**src/rtl/core/olc_pkg.sv**
```systemverilog
`timescale 1ns / 1ps
`default_nettype none

package olc_pkg;

	localparam logic [15:0] RESET_HOLD_TICKS = 16'd200;
	localparam logic [7:0] RESET_REBROADCAST_MASK = 8'd1;
	localparam logic [7:0] RESET_MIN_LEVEL = 8'd10;
	localparam logic [7:0] RESET_MAX_LEVEL = 8'd100;
	localparam logic [7:0] NEIGHBOUR_NUM = 8'd8;

	// Reciprocal of ten for an 8-bit dividend: (x * 205) >> 11 is exact up to 255.
	localparam logic [7:0] RECIP_TEN = 8'd205;
	localparam int RECIP_SHIFT = 11;

	localparam int CFG_DATA_W = 16;
	localparam int CFG_INDEX_W = 2;

	typedef enum logic [CFG_INDEX_W-1:0] {
		CFG_HOLD_TICKS       = 2'd0,
		CFG_REBROADCAST_MASK = 2'd1
	} cfg_index_t;

	typedef enum logic [2:0] {
		ST_SLEEPING      = 3'd0,
		ST_AWAKE         = 3'd1,
		ST_TRIGGERED     = 3'd2,
		ST_POST          = 3'd3,
		ST_REQ_NEIGHBOUR = 3'd4,
		ST_SET_LEVELS    = 3'd5,
		ST_SET_OPERATION = 3'd6,
		ST_UNKNOWN       = 3'd7
	} status_t;

	typedef enum logic [1:0] {
		PEND_NONE      = 2'd0,
		PEND_NEIGHBOUR = 2'd1,
		PEND_LEVELS    = 2'd2,
		PEND_OPERATION = 2'd3
	} pend_t;

	typedef enum logic {
		OP_MESSAGE = 1'b0,
		OP_TICK    = 1'b1
	} op_t;

	typedef struct packed {
		logic       operation;
		logic       local_trigger;
		logic [2:0] msg_code;
		logic [7:0] msg_min_level;
		logic [7:0] msg_max_level;
		logic [7:0] msg_flags;
	} item_t;

	typedef struct packed {
		logic [7:0] lamp_level;
		logic       indicator_on;
		logic [2:0] broadcast_state;
		logic [7:0] broadcast_min;
		logic [7:0] broadcast_max;
	} result_t;

	typedef struct packed {
		logic [15:0] hold_ticks;
		logic [7:0]  rebroadcast_mask;
	} cfg_t;

	typedef struct packed {
		status_t     own_state;
		logic [15:0] hold_timer;
		logic        neighbour_hold;
		logic [7:0]  min_level;
		logic [7:0]  max_level;
		pend_t       pending_request;
		logic [7:0]  pending_flags;
		logic [7:0]  last_msg_min;
		logic [7:0]  last_msg_max;
	} ctrl_state_t;

endpackage

`default_nettype wire

```
**src/rtl/core/olc_item_if.sv**
```systemverilog
`timescale 1ns / 1ps
`default_nettype none

interface olc_item_if;
	logic            valid;
	logic            ready;
	olc_pkg::item_t  data;

	modport source (output valid, output data, input ready);
	modport sink (input valid, input data, output ready);
endinterface

`default_nettype wire

```
**src/rtl/core/olc_result_if.sv**
```systemverilog
`timescale 1ns / 1ps
`default_nettype none

interface olc_result_if;
	logic              valid;
	logic              ready;
	olc_pkg::result_t  data;

	modport source (output valid, output data, input ready);
	modport sink (input valid, input data, output ready);
endinterface

`default_nettype wire

```
**src/rtl/core/occupancy_light_controller_core.sv**
```systemverilog
`timescale 1ns / 1ps
`default_nettype none

// Occupancy controller for one street lamp.
// The item channel carries two kinds of request: neighbour messages and
// control ticks. A message is recorded until the next tick and produces no
// result. A tick applies the recorded request, then the local sensor trigger
// or the hold-timer countdown, and produces exactly one result request on
// the result channel: lamp level, indicator and the status to broadcast.
// The controller state is updated at the edge that accepts the item, and a
// tick's result appears in the output register on the next cycle; one item
// can be accepted in every cycle unless the result channel stalls. The
// output register is the only buffer: while a result waits and the
// receiver holds ready low, item ready drops; messages and ticks alike
// then wait until the result is taken.
// The configuration port writes hold_ticks (index 0) and rebroadcast_mask
// (index 1); writes are meant to happen only while no tick result is pending.
// Reset returns the lamp to sleeping with levels 10 and 100, no pending
// request, hold time 200 ticks and a rebroadcast mask of one.

module occupancy_light_controller_core (
	input  wire                              clk,
	input  wire                              arst_n,
	olc_item_if.sink                         item,
	olc_result_if.source                     result,
	input  wire                              cfg_we,
	input  wire [olc_pkg::CFG_INDEX_W-1:0]   cfg_index,
	input  wire [olc_pkg::CFG_DATA_W-1:0]    cfg_data
);

	olc_pkg::ctrl_state_t state_q;
	olc_pkg::ctrl_state_t state_next;
	olc_pkg::cfg_t        cfg_q;
	olc_pkg::result_t     res_next;
	olc_pkg::result_t     res_q;
	logic                 res_valid_q;
	logic                 accept;

	assign item.ready  = !res_valid_q || result.ready;
	assign accept      = item.valid && item.ready;
	assign result.valid = res_valid_q;
	assign result.data = res_q;

	olc_update u_update (
		.cur  (state_q),
		.item (item.data),
		.cfg  (cfg_q),
		.nxt  (state_next),
		.res  (res_next)
	);

	always_ff @(posedge clk or negedge arst_n) begin
		if (!arst_n) begin
			cfg_q.hold_ticks       <= olc_pkg::RESET_HOLD_TICKS;
			cfg_q.rebroadcast_mask <= olc_pkg::RESET_REBROADCAST_MASK;
		end else if (cfg_we) begin
			unique case (olc_pkg::cfg_index_t'(cfg_index))
				olc_pkg::CFG_HOLD_TICKS: cfg_q.hold_ticks <= cfg_data;
				olc_pkg::CFG_REBROADCAST_MASK: cfg_q.rebroadcast_mask <= cfg_data[7:0];
				default: begin
				end
			endcase
		end
	end

	always_ff @(posedge clk or negedge arst_n) begin
		if (!arst_n) begin
			state_q.own_state       <= olc_pkg::ST_SLEEPING;
			state_q.hold_timer      <= 16'd0;
			state_q.neighbour_hold  <= 1'b0;
			state_q.min_level       <= olc_pkg::RESET_MIN_LEVEL;
			state_q.max_level       <= olc_pkg::RESET_MAX_LEVEL;
			state_q.pending_request <= olc_pkg::PEND_NONE;
			state_q.pending_flags   <= 8'd0;
			state_q.last_msg_min    <= 8'd0;
			state_q.last_msg_max    <= 8'd0;
		end else if (accept) begin
			state_q <= state_next;
		end
	end

	always_ff @(posedge clk or negedge arst_n) begin
		if (!arst_n) begin
			res_valid_q <= 1'b0;
		end else if (accept && item.data.operation == olc_pkg::OP_TICK) begin
			res_valid_q <= 1'b1;
		end else if (result.ready) begin
			res_valid_q <= 1'b0;
		end
	end

	always_ff @(posedge clk) begin
		if (accept && item.data.operation == olc_pkg::OP_TICK) begin
			res_q <= res_next;
		end
	end

	a_tick_gives_result: assert property (@(posedge clk) disable iff (!arst_n)
		accept && item.data.operation == olc_pkg::OP_TICK |=> result.valid)
		else $error("tick accepted without a result");

	a_tick_clears_pending: assert property (@(posedge clk) disable iff (!arst_n)
		accept && item.data.operation == olc_pkg::OP_TICK
		|=> state_q.pending_request == olc_pkg::PEND_NONE && state_q.pending_flags == 8'd0)
		else $error("pending request survived a tick");

	a_message_no_result: assert property (@(posedge clk) disable iff (!arst_n)
		accept && item.data.operation == olc_pkg::OP_MESSAGE && !result.valid
		|=> !result.valid)
		else $error("message produced a result");

endmodule

`default_nettype wire

```
**src/rtl/core/olc_update.sv**
```systemverilog
`timescale 1ns / 1ps
`default_nettype none

module olc_update (
	input  olc_pkg::ctrl_state_t cur,
	input  olc_pkg::item_t       item,
	input  olc_pkg::cfg_t        cfg,
	output olc_pkg::ctrl_state_t nxt,
	output olc_pkg::result_t     res
);

	logic [7:0]  level_max;
	logic [18:0] scaled_max;
	logic [7:0]  tenth_max;
	logic [7:0]  reduced_level;
	logic [7:0]  level;
	logic [15:0] timer_dec;

	// The maximum level that holds after a pending set-levels request, and a tenth of it times NEIGHBOUR_NUM.
	always_comb begin
		level_max     = (cur.pending_request == olc_pkg::PEND_LEVELS) ? cur.last_msg_max
		                                                              : cur.max_level;
		scaled_max    = 19'(level_max) * 19'(olc_pkg::RECIP_TEN);
		tenth_max     = 8'(scaled_max >> olc_pkg::RECIP_SHIFT);
		reduced_level = 8'(tenth_max * olc_pkg::NEIGHBOUR_NUM);
	end

	always_comb begin
		nxt       = cur;
		level     = cur.min_level;
		timer_dec = 16'd0;
		if (item.operation == olc_pkg::OP_MESSAGE) begin
			nxt.last_msg_min = item.msg_min_level;
			nxt.last_msg_max = item.msg_max_level;
			unique case (olc_pkg::status_t'(item.msg_code))
				olc_pkg::ST_REQ_NEIGHBOUR: begin
					nxt.pending_request = olc_pkg::PEND_NEIGHBOUR;
				end
				olc_pkg::ST_SET_LEVELS: begin
					nxt.pending_request = olc_pkg::PEND_LEVELS;
					nxt.pending_flags   = item.msg_flags;
				end
				olc_pkg::ST_SET_OPERATION: begin
					nxt.pending_request = olc_pkg::PEND_OPERATION;
					nxt.pending_flags   = item.msg_flags;
				end
				default: begin
				end
			endcase
		end else begin
			unique case (cur.pending_request)
				olc_pkg::PEND_OPERATION: begin
					if (cur.last_msg_min == cur.last_msg_max) begin
						level = cur.last_msg_min;
						if ((cur.pending_flags & cfg.rebroadcast_mask) == cfg.rebroadcast_mask)
							nxt.own_state = olc_pkg::ST_SET_OPERATION;
						else
							nxt.own_state = olc_pkg::ST_AWAKE;
					end
				end
				olc_pkg::PEND_NEIGHBOUR: begin
					if (cur.own_state == olc_pkg::ST_SLEEPING || cur.own_state == olc_pkg::ST_AWAKE
							|| cur.own_state == olc_pkg::ST_POST
							|| cur.own_state == olc_pkg::ST_REQ_NEIGHBOUR) begin
						nxt.hold_timer     = cfg.hold_ticks;
						nxt.neighbour_hold = 1'b1;
					end
				end
				olc_pkg::PEND_LEVELS: begin
					nxt.min_level = cur.last_msg_min;
					nxt.max_level = cur.last_msg_max;
				end
				olc_pkg::PEND_NONE: begin
				end
			endcase

			if (item.local_trigger) begin
				level              = nxt.max_level;
				nxt.own_state      = olc_pkg::ST_REQ_NEIGHBOUR;
				nxt.hold_timer     = cfg.hold_ticks;
				nxt.neighbour_hold = 1'b0;
			end else if (nxt.hold_timer != 16'd0) begin
				timer_dec      = nxt.hold_timer - 16'd1;
				level          = nxt.neighbour_hold ? reduced_level : nxt.max_level;
				nxt.hold_timer = timer_dec;
				nxt.own_state  = olc_pkg::ST_POST;
				if (timer_dec == 16'd0) begin
					level         = nxt.min_level;
					nxt.own_state = olc_pkg::ST_AWAKE;
				end
			end

			nxt.pending_request = olc_pkg::PEND_NONE;
			nxt.pending_flags   = 8'd0;
			nxt.last_msg_min    = 8'd0;
			nxt.last_msg_max    = 8'd0;
		end

		res.lamp_level      = level;
		res.indicator_on    = (level > nxt.min_level);
		res.broadcast_state = nxt.own_state;
		res.broadcast_min   = nxt.min_level;
		res.broadcast_max   = nxt.max_level;
	end

endmodule

`default_nettype wire

```
**src/flat_wrapper.sv**
```systemverilog
// flat-port wrapper written by rule: the top's interface ports become plain ports
module occupancy_light_controller_core_flat 
  (clk, arst_n, cfg_we, cfg_index, cfg_data, item_valid, item_data, item_ready, result_valid, result_data, result_ready);
  olc_item_if item_i ();
  olc_result_if result_i ();
  input  wire clk;
  input  wire arst_n;
  input  wire cfg_we;
  input  wire [olc_pkg::CFG_INDEX_W-1:0] cfg_index;
  input  wire [olc_pkg::CFG_DATA_W-1:0] cfg_data;
  input wire logic [$bits(item_i.valid)-1:0] item_valid;
  input wire logic [$bits(item_i.data)-1:0] item_data;
  output wire logic [$bits(item_i.ready)-1:0] item_ready;
  output wire logic [$bits(result_i.valid)-1:0] result_valid;
  output wire logic [$bits(result_i.data)-1:0] result_data;
  input wire logic [$bits(result_i.ready)-1:0] result_ready;
  assign item_i.valid = item_valid;
  assign item_i.data = item_data;
  assign item_ready = item_i.ready;
  assign result_valid = result_i.valid;
  assign result_data = result_i.data;
  assign result_i.ready = result_ready;
  occupancy_light_controller_core u_core (.clk(clk), .arst_n(arst_n), .item(item_i), .result(result_i), .cfg_we(cfg_we), .cfg_index(cfg_index), .cfg_data(cfg_data));
endmodule
```
**config.mk**
```make
export PLATFORM = sky130hd
export DESIGN_NAME = occupancy_light_controller_core_flat
export DESIGN_NICKNAME = d
export VERILOG_FILES = /design/src/rtl/core/olc_pkg.sv /design/src/rtl/core/olc_item_if.sv /design/src/rtl/core/olc_result_if.sv /design/src/rtl/core/occupancy_light_controller_core.sv /design/src/rtl/core/olc_update.sv /design/src/flat_wrapper.sv
export SDC_FILE = /design/constraint.sdc
export NUM_CORES = 1
export LEC_CHECK = 0
export BUFFER_PORTS_ARGS = -buffer_cell sky130_fd_sc_hd__clkbuf_2
export CAP_MARGIN = 25
export CORE_ASPECT_RATIO = 0.8
export CORE_MARGIN = 2
export CORE_UTILIZATION = 54
export DETAILED_ROUTE_END_ITERATION = 7
export MAX_ROUTING_LAYER = met4
export PLACE_DENSITY = 0.77
export SKIP_LAST_GASP = 1
export SYNTH_ARGS = -nofsm -noshare
export SYNTH_HDL_FRONTEND = slang
export SYNTH_SLANG_ARGS = --single-unit
export TNS_END_PERCENT = 30
```
**constraint.sdc**
```tcl
create_clock -name clk -period 6.07 [get_ports clk]
set_input_delay 0.3035 -clock clk [delete_from_list [all_inputs] [get_ports clk]]
set_output_delay 0.3035 -clock clk [all_outputs]
set_load 0.005 [all_outputs]
```
==> results.tsv, run 1 <==
metric	value	unit
status	finished clean	
worstReg2RegEnd	u_core.result.data[19]$_DFFE_PP_	
antenna-diode-count	0	
slew-limit-headroom	40.5	%
path_depth	26	
worstMarginPinSlew	892	ps
cts_tree	built	
finalSetupTns	0	ps
drt_iter0_markers	724	
min_period	5750	ps
io_buffers	81	
placementRows	39	
r2r_start	u_core.state_q[25]$_DFFE_PN0P_	
antenna_found_initial	0	
synth_edf_count	28	
grt_pass1_vias	6205	
grt_first_pass_wirelength	32600	µm
power_frac_seq	31.6	%
wirelength	20300	µm
synth_cells	833	
yosysTopAreaCell	dfrtp_1	
synth_area_leaders	dfrtp_1, edfxtp_1, ha_1, mux2_2, nand2_1	
worstSetupPathType	reg2reg	
cp-end-kind	flop	
die_y	112	µm
clk_path_buf_depth	2	
ys_seq_area_share	38.8	%
core_area	14200	µm²
ff2ff_setup_slack	320	ps
synth_top_area_share	25.0	%
yosys_register_bits	115	
place_hpwl	14400	µm
maxCapViolations	0	
power_density	395	nW/µm²
finalSetupViolCount	0	
grt_use_total	27.4	%
worst_path_max_delay_cell	fa_1	
combPwrFrac	42.0	%
initial_core_util	55.0	%
final_nets	1037	
wl_per_cell	18.2	µm
fin_util	64.6	%
seq_area	3030	µm²
cpMostUsedCell	ha_1	
slowest_delay	520	ps
worst_ep_required_time	6240	ps
synth_cell_types	70	
startpoint_type	flop	
timing.fmax	0.174	GHz
vias_per_cell	5.90	
crit_path_end	u_core.result.data[19]$_DFFE_PP_	
p_int	2.24	mW
clockPowerShare	26.5	%
gp_congestion	0.929	
fillCellCount	1134	
clock_sinks	115	
switching_share	38.2	%
critPathMaxFanout	6	
syn_nets	949	
critPathLaunch	u_core.state_q[25]$_DFFE_PN0P_	
min_path_cells	3	
postSynthAreaPerCell	9.37	µm²
netlist_area	7810	µm²
area_delta_synth_final	17.5	%
antenna_left	0	
layout_common_cells	nand2_1, clkbuf_2, dfrtp_1	
period_share	94.8	%
numCtsBuffers	17	
ir_drop	0.000248	V
multi_input_area	4530	µm²
p_leak	4.28	nW
die_w	138	µm
vias	6585	
min_path_type	in2reg	
crit_family	adder cells	
critPathArrivalTime	5920	ps
clk_pin_slew	60	ps
first_pass_iters	5	
die-area	15400	µm²
finalMaxSlewViolations	0	
ios	82	
ys.warnings.count	0	
power.switching	1.39	mW
yosys_most_used_dff	dfrtp_1	
grt_overflow_total	0	
cts.htree.levels	4	
hold_violations	0	
clock_skew	10.7	ps
path_buf_inv	5	
r2r_cells	26	
clkLatencyLatePin	430	ps
drc	0	
final_common_cell	nand2_1	
drive_gt1_share	23.6	%
cts_root_buf	clkbuf_16	
async_reset_ff_share	75.7	%
grt_max_degree	53	
[logic make-up after synthesis]
group | synth area share, %
buf+inv | 4.79
fa+ha+maj | 11.2
mux | 10.1
xor+xnor | 2.92
compound gates | 15.8
simple gates | 16.4
flops | 38.8
[metrics by stage]
step	power (mW)	cell area [µm²]	setup slack [ps]	instances	hold WS (ps)
final	3.63	9180	318	1117	78.3
after global routing	3.87	9180	-12.7	1117	94.4
after CTS	3.49	9010	49.0	1112	73.8
after detailed placement	2.51	8440	105	1080	278
after global placement	2.48	8440	324	1080	276
after floorplan	2.10	7810	113	833	7.91
[per-layer routing]
layer / vias to the layer above / GRT usage, % / share of wire [%]
met5: - / - / 0
met4: 0 / 7.62 / 1.4
met3: 29 / 7.74 / 9.3
met2: 299 / 37.3 / 41
met1: 3102 / 40.0 / 49
li1: 3155 / - / -
[cell type report]
cell class	count	area share (%)
Clock buffer	24	5.37
Inverter	55	2.25
Multi-Input combinational cell	624	49.4
Clock inverter	7	0.777
Timing Repair Buffer	108	6.72
Tap cell	184	2.51
Sequential cell	115	33.0
[worst min-delay path by stage]
stage / startpoint / to / slack, ps
2_1_floorplan: arst_n / u_core.cfg_q[10]$_DFFE_PN0P_ / 8
3_3_place_gp: arst_n / u_core.cfg_q[20]$_DFFE_PN0P_ / 280
3_5_place_dp: arst_n / u_core.cfg_q[5]$_DFFE_PN0P_ / 280
4_1_cts: cfg_data[13] / u_core.cfg_q[21]$_DFFE_PN0P_ / 70
5_1_grt: item_data[7] / u_core.state_q[23]$_DFFE_PN0P_ / 90
6_report: cfg_data[13] / u_core.cfg_q[21]$_DFFE_PN0P_ / 80
[synthesized netlist by cell type (all sizes together) (3+ instances only)]
cell / n
buf: 12
nand2b: 8
mux2: 40
nor4: 8
or3: 7
nand3: 16
nor2: 64
or4: 5
a22o: 8
o22ai: 8
nand3b: 3
a221oi: 8
fa: 10
and3: 9
o221ai: 3
a21o: 4
ha: 54
xnor2: 10
nand4: 3
o21ai: 64
a211oi: 8
nand4b: 4
a21oi: 48
edfxtp: 28
o211ai: 5
mux2i: 30
nor3: 17
clkbuf: 27
a31oi: 6
nor3b: 3
xor2: 16
o31ai: 5
and2: 5
o21a: 3
dfrtp: 78
nand2: 111
inv: 54
nor2b: 7
a221o: 3
dfstp: 9
[what timing repair did]
action | 4_1_cts | 5_1_grt
hold buffers | 1 | 0
resized for setup | 0 | 25
endpoints found under the setup margin | 0 | 1
buffers inserted | 0 | 5
endpoints found under the hold margin | 33 | 0
[worst register-to-register path, delay by kind of cell, from the launching register on]
kind	cells	cell delay, ps
AOI/OAI and AO/OA	10	1720
xor gates and xnor gates	2	270
adders and majority gates	6	2120
buffers and inverters	5	490
DFF	1	460
muxes	1	220
and+or+nand+nor	2	210
[flip-flops by register name, indices dropped and copies added (netlist names)]
| name | count |
|---|---|
| u_core.cfg_q | 24 |
| u_core.state_q | 62 |
| u_core.result.data | 28 |
| u_core.result.valid | 1 |
[power by group through the flow]
stage / Sequential [mW] / Combinational (mW) / Clock, mW
final: 1.14 / 1.52 / 0.960
after floorplan: 1.07 / 1.03 / 0
after global placement: 1.14 / 1.34 / 0
after CTS: 1.13 / 1.39 / 0.970
after global routing: 1.16 / 1.71 / 0.999
after detailed placement: 1.14 / 1.37 / 0
Note: power is estimated with default switching activity, not from simulation.
==> run 2, diff against run 1 <==
Settings changed: CORE_UTILIZATION 54 to 60, PLACE_DENSITY 0.77 to 0.81.
Clock period 6.07 ns to 6.9 ns, I/O delays scaled along.
==> run 2 against run 1 <==
  * Power shrank 13%
  * Flip-flop and latch count stayed put
  * Non-clock buffer count down 14
  * Die area shrank 9.7%
  * Utilization is 6.1 points higher
  * Setup slack improved by 230 ps
  * Largest cell class unchanged
  * Highest routed layer unchanged
==> results.tsv, run 2 (synthesis gave the netlist of run 1 again) <==
metric	value	unit
status	finished clean	
finalSetupTns	0	ps
min_period	6350	ps
grt_first_pass_wirelength	33000	µm
finalPower	3.16	mW
numCtsBuffers	17	
cp-end-kind	flop	
placementRows	37	
fin_cells	1095	
seq_area	3030	µm²
gp_congestion	0.986	
worst_path_max_delay_cell	fa_1	
worst_slack	552	ps
area_delta_synth_final	15.8	%
grt_setup_unrepaired	false	
placed_area	8380	µm²
maxCapViolations	0	
worstSetupPathType	reg2reg	
cts.htree.levels	4	
worst_ep_required_time	7090	ps
cpMostUsedCell	ha_1	
hold_violations	0	
vias	6675	
final_area	9040	µm²
slew-limit-headroom	39.8	%
period_share	92.0	%
power_density	349	nW/µm²
multi_input_area	4420	µm²
finalSetupViolCount	0	
clkLatencyLatePin	440	ps
clock_skew	15.6	ps
die_w	132	µm
drive_gt1_share	20.9	%
wirelength	20300	µm
critPathArrivalTime	6530	ps
cts_root_buf	clkbuf_16	
final_common_cell	nand2_1	
first_pass_iters	5	
ios	82	
top_register	u_core.state_q	
cts_tree	built	
place_worst_setup_slack	520	ps
finalMaxSlewViolations	0	
timing.fmax	0.158	GHz
grt_max_degree	59	
clock_sinks	115	
final_nets	1023	
cts_setup_buffers	0	
clk_path_buf_depth	2	
dpl.cell_count	1062	
antenna-diode-count	0	
min_path_type	in2reg	
drc	0	
grt_pass1_vias	6295	
core_area	12800	µm²
whs	131	ps
largest_reg_flops	62	
fin_util	70.7	%
vias_per_cell	6.10	
slowest_delay	530	ps
grt_use_total	31.3	%
place_hpwl	14100	µm
p_leak	4.25	nW
grt_overflow_total	0	
clk_pin_slew	70	ps
initial_core_util	61.1	%
worstMarginPinSlew	901	ps
startpoint_type	flop	
antenna_left	0	
antenna_found_initial	0	
die_y	106	µm
worstPathCellList	nand2b_2 > mux2i_1 > inv_1 > ha_1 > inv_1 > fa_1 > inv_1 > fa_1 > ha_1 > ha_1 > a211oi_1 > o21ai_0 > a31oi_1 > o21ai_0 > o41ai_1 > xnor2_1 > o21ai_0 > nor3_1 > o22ai_1 > ha_1 > nand3_1 > nor2_1 > a211oi_1 > a21oi_1	
drt_iter0_markers	757	
fillCellCount	956	
io_buffers	81	
wl_per_cell	18.6	µm
layout_common_cells	nand2_1, clkbuf_2, dfrtp_1	
die-area	13900	µm²
ir_drop	0.000221	V
critPathMaxFanout	9	
## run 2: cell types whose count changed in the layout (fill, tap and decap cells not counted), sizes merged
cell and change:
clkbuf +1, buf -14
## run 2: final cells by class
type	instances	area share [%]
Sequential cell	115	33.5
Clock buffer	25	6.19
Multi-Input combinational cell	624	48.9
Inverter	55	2.28
Tap cell	175	2.42
Clock inverter	7	0.886
Timing Repair Buffer	94	5.84
## run 2: final timing paths
| check | start | endpoint | slack, ps | cells after the start |
|---|---|---|---|---|
| setup / recovery | u_core.state_q[24]$_DFFE_PN0P_ | u_core.result.data[19]$_DFFE_PP_ | 550 | 24 |
| hold / removal | item_data[6] | u_core.state_q[22]$_DFFE_PN0P_ | 130 | 2 |
| setup reg to reg | u_core.state_q[24]$_DFFE_PN0P_ | u_core.result.data[19]$_DFFE_PP_ | 550 | 24 |
| hold reg to reg | u_core.state_q[31]$_DFFE_PN1P_ | u_core.state_q[31]$_DFFE_PN1P_ | 500 | 2 |
| max in group asynchronous | arst_n | u_core.state_q[32]$_DFFE_PN1P_ | 5830 | 3 |
| min in group asynchronous | arst_n | u_core.cfg_q[5]$_DFFE_PN0P_ | 400 | 2 |
## run 2: where the power goes
part | switching (mW) | internal, mW | total (mW)
Sequential | 0.161 | 0.842 | 1.00
Clock | 0.333 | 0.602 | 0.935
Combinational | 0.696 | 0.523 | 1.22
Total | 1.19 | 1.97 | 3.16
## run 2: routing by layer
layer / vias up / track usage (%) / wire length (µm)
met1: 3115 / 44.0 / 9290
met4: 0 / 9.70 / 426
li1: 3128 / - / -
met5: - / - / 0
met3: 53 / 10.4 / 2320
met2: 379 / 42.7 / 8290
## run 2: worst max-delay path, delay by kind of cell (launching register included)
| family | cells | cell delay [ps] |
|---|---|---|
| AOI/OAI and AO/OA | 9 | 1920 |
| xor gates and xnor gates | 1 | 130 |
| adders and majority gates | 6 | 2280 |
| buffers and inverters | 3 | 290 |
| DFF | 1 | 430 |
| muxes | 1 | 480 |
| and+or+nand+nor | 4 | 570 |
## run 2: what timing repair did
item,CTS,global route
hold buffers,1,0
setup endpoints to repair,0,1
endpoints found under the hold margin,27,0
resized for setup,0,2
==> run 3, diff against run 2 <==
Settings changed: REMOVE_ABC_BUFFERS from default to 1.
==> run 3 against run 2 <==
  * Combinational power is essentially flat
  * Flip-flop and latch count unchanged
  * Utilization decreased by 0.64 points
  * Register-to-register slack better by 90 ps
  * Hold slack improved by 7.9 ps
  * Design area down 0.90%
  * Power fell by 3.0%
  * Die area stayed put
  * Count of clock-buffer cells in the layout is 5 lower
  * Critical path type unchanged
  * Critical endpoint unchanged
==> results.tsv, run 3 (synthesis gave the netlist of run 1 again) <==
metric	value	unit
area_delta_synth_final	14.7	%
min_path_type	in2reg	
initial_core_util	61.1	%
fin_cells	1095	
timing.fmax	0.160	GHz
min_period	6260	ps
cts_root_buf	clkbuf_16	
wl_per_cell	18.3	µm
cp-end-kind	flop	
grt_overflow_total	0	
critPathArrivalTime	6420	ps
die_w	132	µm
worstSetupPathType	reg2reg	
antenna-diode-count	0	
clk_pin_slew	60	ps
wirelength	20000	µm
ff2ff_setup_slack	640	ps
grt_max_degree	51	
finalSetupViolCount	0	
whs	139	ps
dpl.cell_count	1062	
cts_tree	built	
placed_area	8360	µm²
numCtsBuffers	17	
worst_path_max_delay_cell	fa_1	
maxCapViolations	0	
io_buffers	81	
layout_common_cells	nand2_1, clkbuf_2, dfrtp_1	
finalSetupTns	0	ps
fillCellCount	994	
grt_first_pass_wirelength	32600	µm
gp_congestion	0.971	
grt_use_total	30.6	%
startpoint_type	flop	
final_nets	1023	
slew-limit-headroom	40.0	%
status	finished clean	
worst_ep_required_time	7060	ps
finalMaxSlewViolations	0	
hold_violations	0	
antenna_left	0	
placementRows	37	
slowest_delay	530	ps
first_pass_iters	5	
ir_drop	0.000182	V
ios	82	
clock_sinks	115	
grt_setup_unrepaired	false	
drt_iter0_markers	782	
period_share	90.7	%
worstMarginPinSlew	897	ps
cts.htree.levels	4	
antenna_found_initial	0	
p_leak	4.22	nW
power_density	342	nW/µm²
drive_gt1_share	20.9	%
grt_pass1_vias	6290	
seq_area	3030	µm²
multi_input_area	4410	µm²
cts_setup_buffers	0	
final_area	8960	µm²
top_register	u_core.state_q	
drc	0	
die-area	13900	µm²
final_common_cell	nand2_1	
critPathMaxFanout	9	
clock_skew	8.56	ps
vias_per_cell	6.18	
clkLatencyLatePin	420	ps
finalPower	3.06	mW
largest_reg_flops	62	
clk_path_buf_depth	2	
place_hpwl	14300	µm
die_y	106	µm
vias	6771	
core_area	12800	µm²
run 3: changes by cell type in the layout (fill, tap and decap cells not counted):
cell,previous run,this run
bufinv_16,1,0
clkinv_2,0,2
mux2i_2,1,0
inv_6,2,3
buf_4,12,13
mux2i_1,28,29
inv_4,0,1
clkbuf_16,20,19
clkbuf_1,1,0
clkbuf_8,4,1
buf_16,1,0
clkinv_4,2,4
run 3: repair_timing:
action	CTS	global route
setup endpoints to repair	0	1
hold buffers	1	0
resized for setup	0	1
endpoints found under the hold margin	33	0
run 3: critical path, delay by kind of cell (launching register included):
family	cells	cell delay (ps)
adder cells (fa/ha/maj)	6	2280
AO/OA/AOI/OAI	11	1830
AND/OR/NAND/NOR	4	540
multiplexers	1	470
flip-flops	1	450
buffers and inverters	3	280
XOR/XNOR	1	150
run 3: path summary, 6_finish.rpt:
path	end	cells after the start	from
max	u_core.result.data[19]$_DFFE_PP_	26	u_core.state_q[24]$_DFFE_PN0P_
min	u_core.cfg_q[21]$_DFFE_PN0P_	3	cfg_data[13]
max reg2reg	u_core.result.data[19]$_DFFE_PP_	26	u_core.state_q[24]$_DFFE_PN0P_
min reg2reg	u_core.state_q[31]$_DFFE_PN1P_	2	u_core.state_q[31]$_DFFE_PN1P_
max in group asynchronous	u_core.state_q[14]$_DFFE_PN0P_	3	arst_n
min in group asynchronous	u_core.state_q[55]$_DFFE_PN0P_	2	arst_n
run 3: final cells by class:
class | instances | share of cell area, %
Timing Repair Buffer | 94 | 5.67
Clock inverter | 12 | 1.03
Inverter | 55 | 2.31
Tap cell | 175 | 2.44
Clock buffer | 20 | 5.46
Multi-Input combinational cell | 624 | 49.3
Sequential cell | 115 | 33.8
run 3: layer usage:
metal / vias to the layer above / wire (µm) / part of all wire, % / global-route usage (%)
li1: 3134 / - / - / -
met1: 3210 / 9290 / 46 / 45.1
met2: 389 / 8310 / 41 / 42.0
met3: 38 / 2090 / 10 / 7.25
met4: 0 / 368 / 1.8 / 9.16
met5: - / 0 / 0 / -
run 3: metrics by stage:
stage / utilization [%] / setup slack [ps]
5_1_grt: 70.1 / 106
4_1_cts: 70.1 / 565
3_3_place_gp: 65.4 / 848
2_1_floorplan: - / 1120
3_5_place_dp: 65.4 / 612
6_report: 70.1 / 645
run 3: power by group:
group,switching [mW],total [mW],internal (mW)
logic,0.697,1.21,0.517
registers,0.159,1.00,0.842
clock network,0.332,0.847,0.515
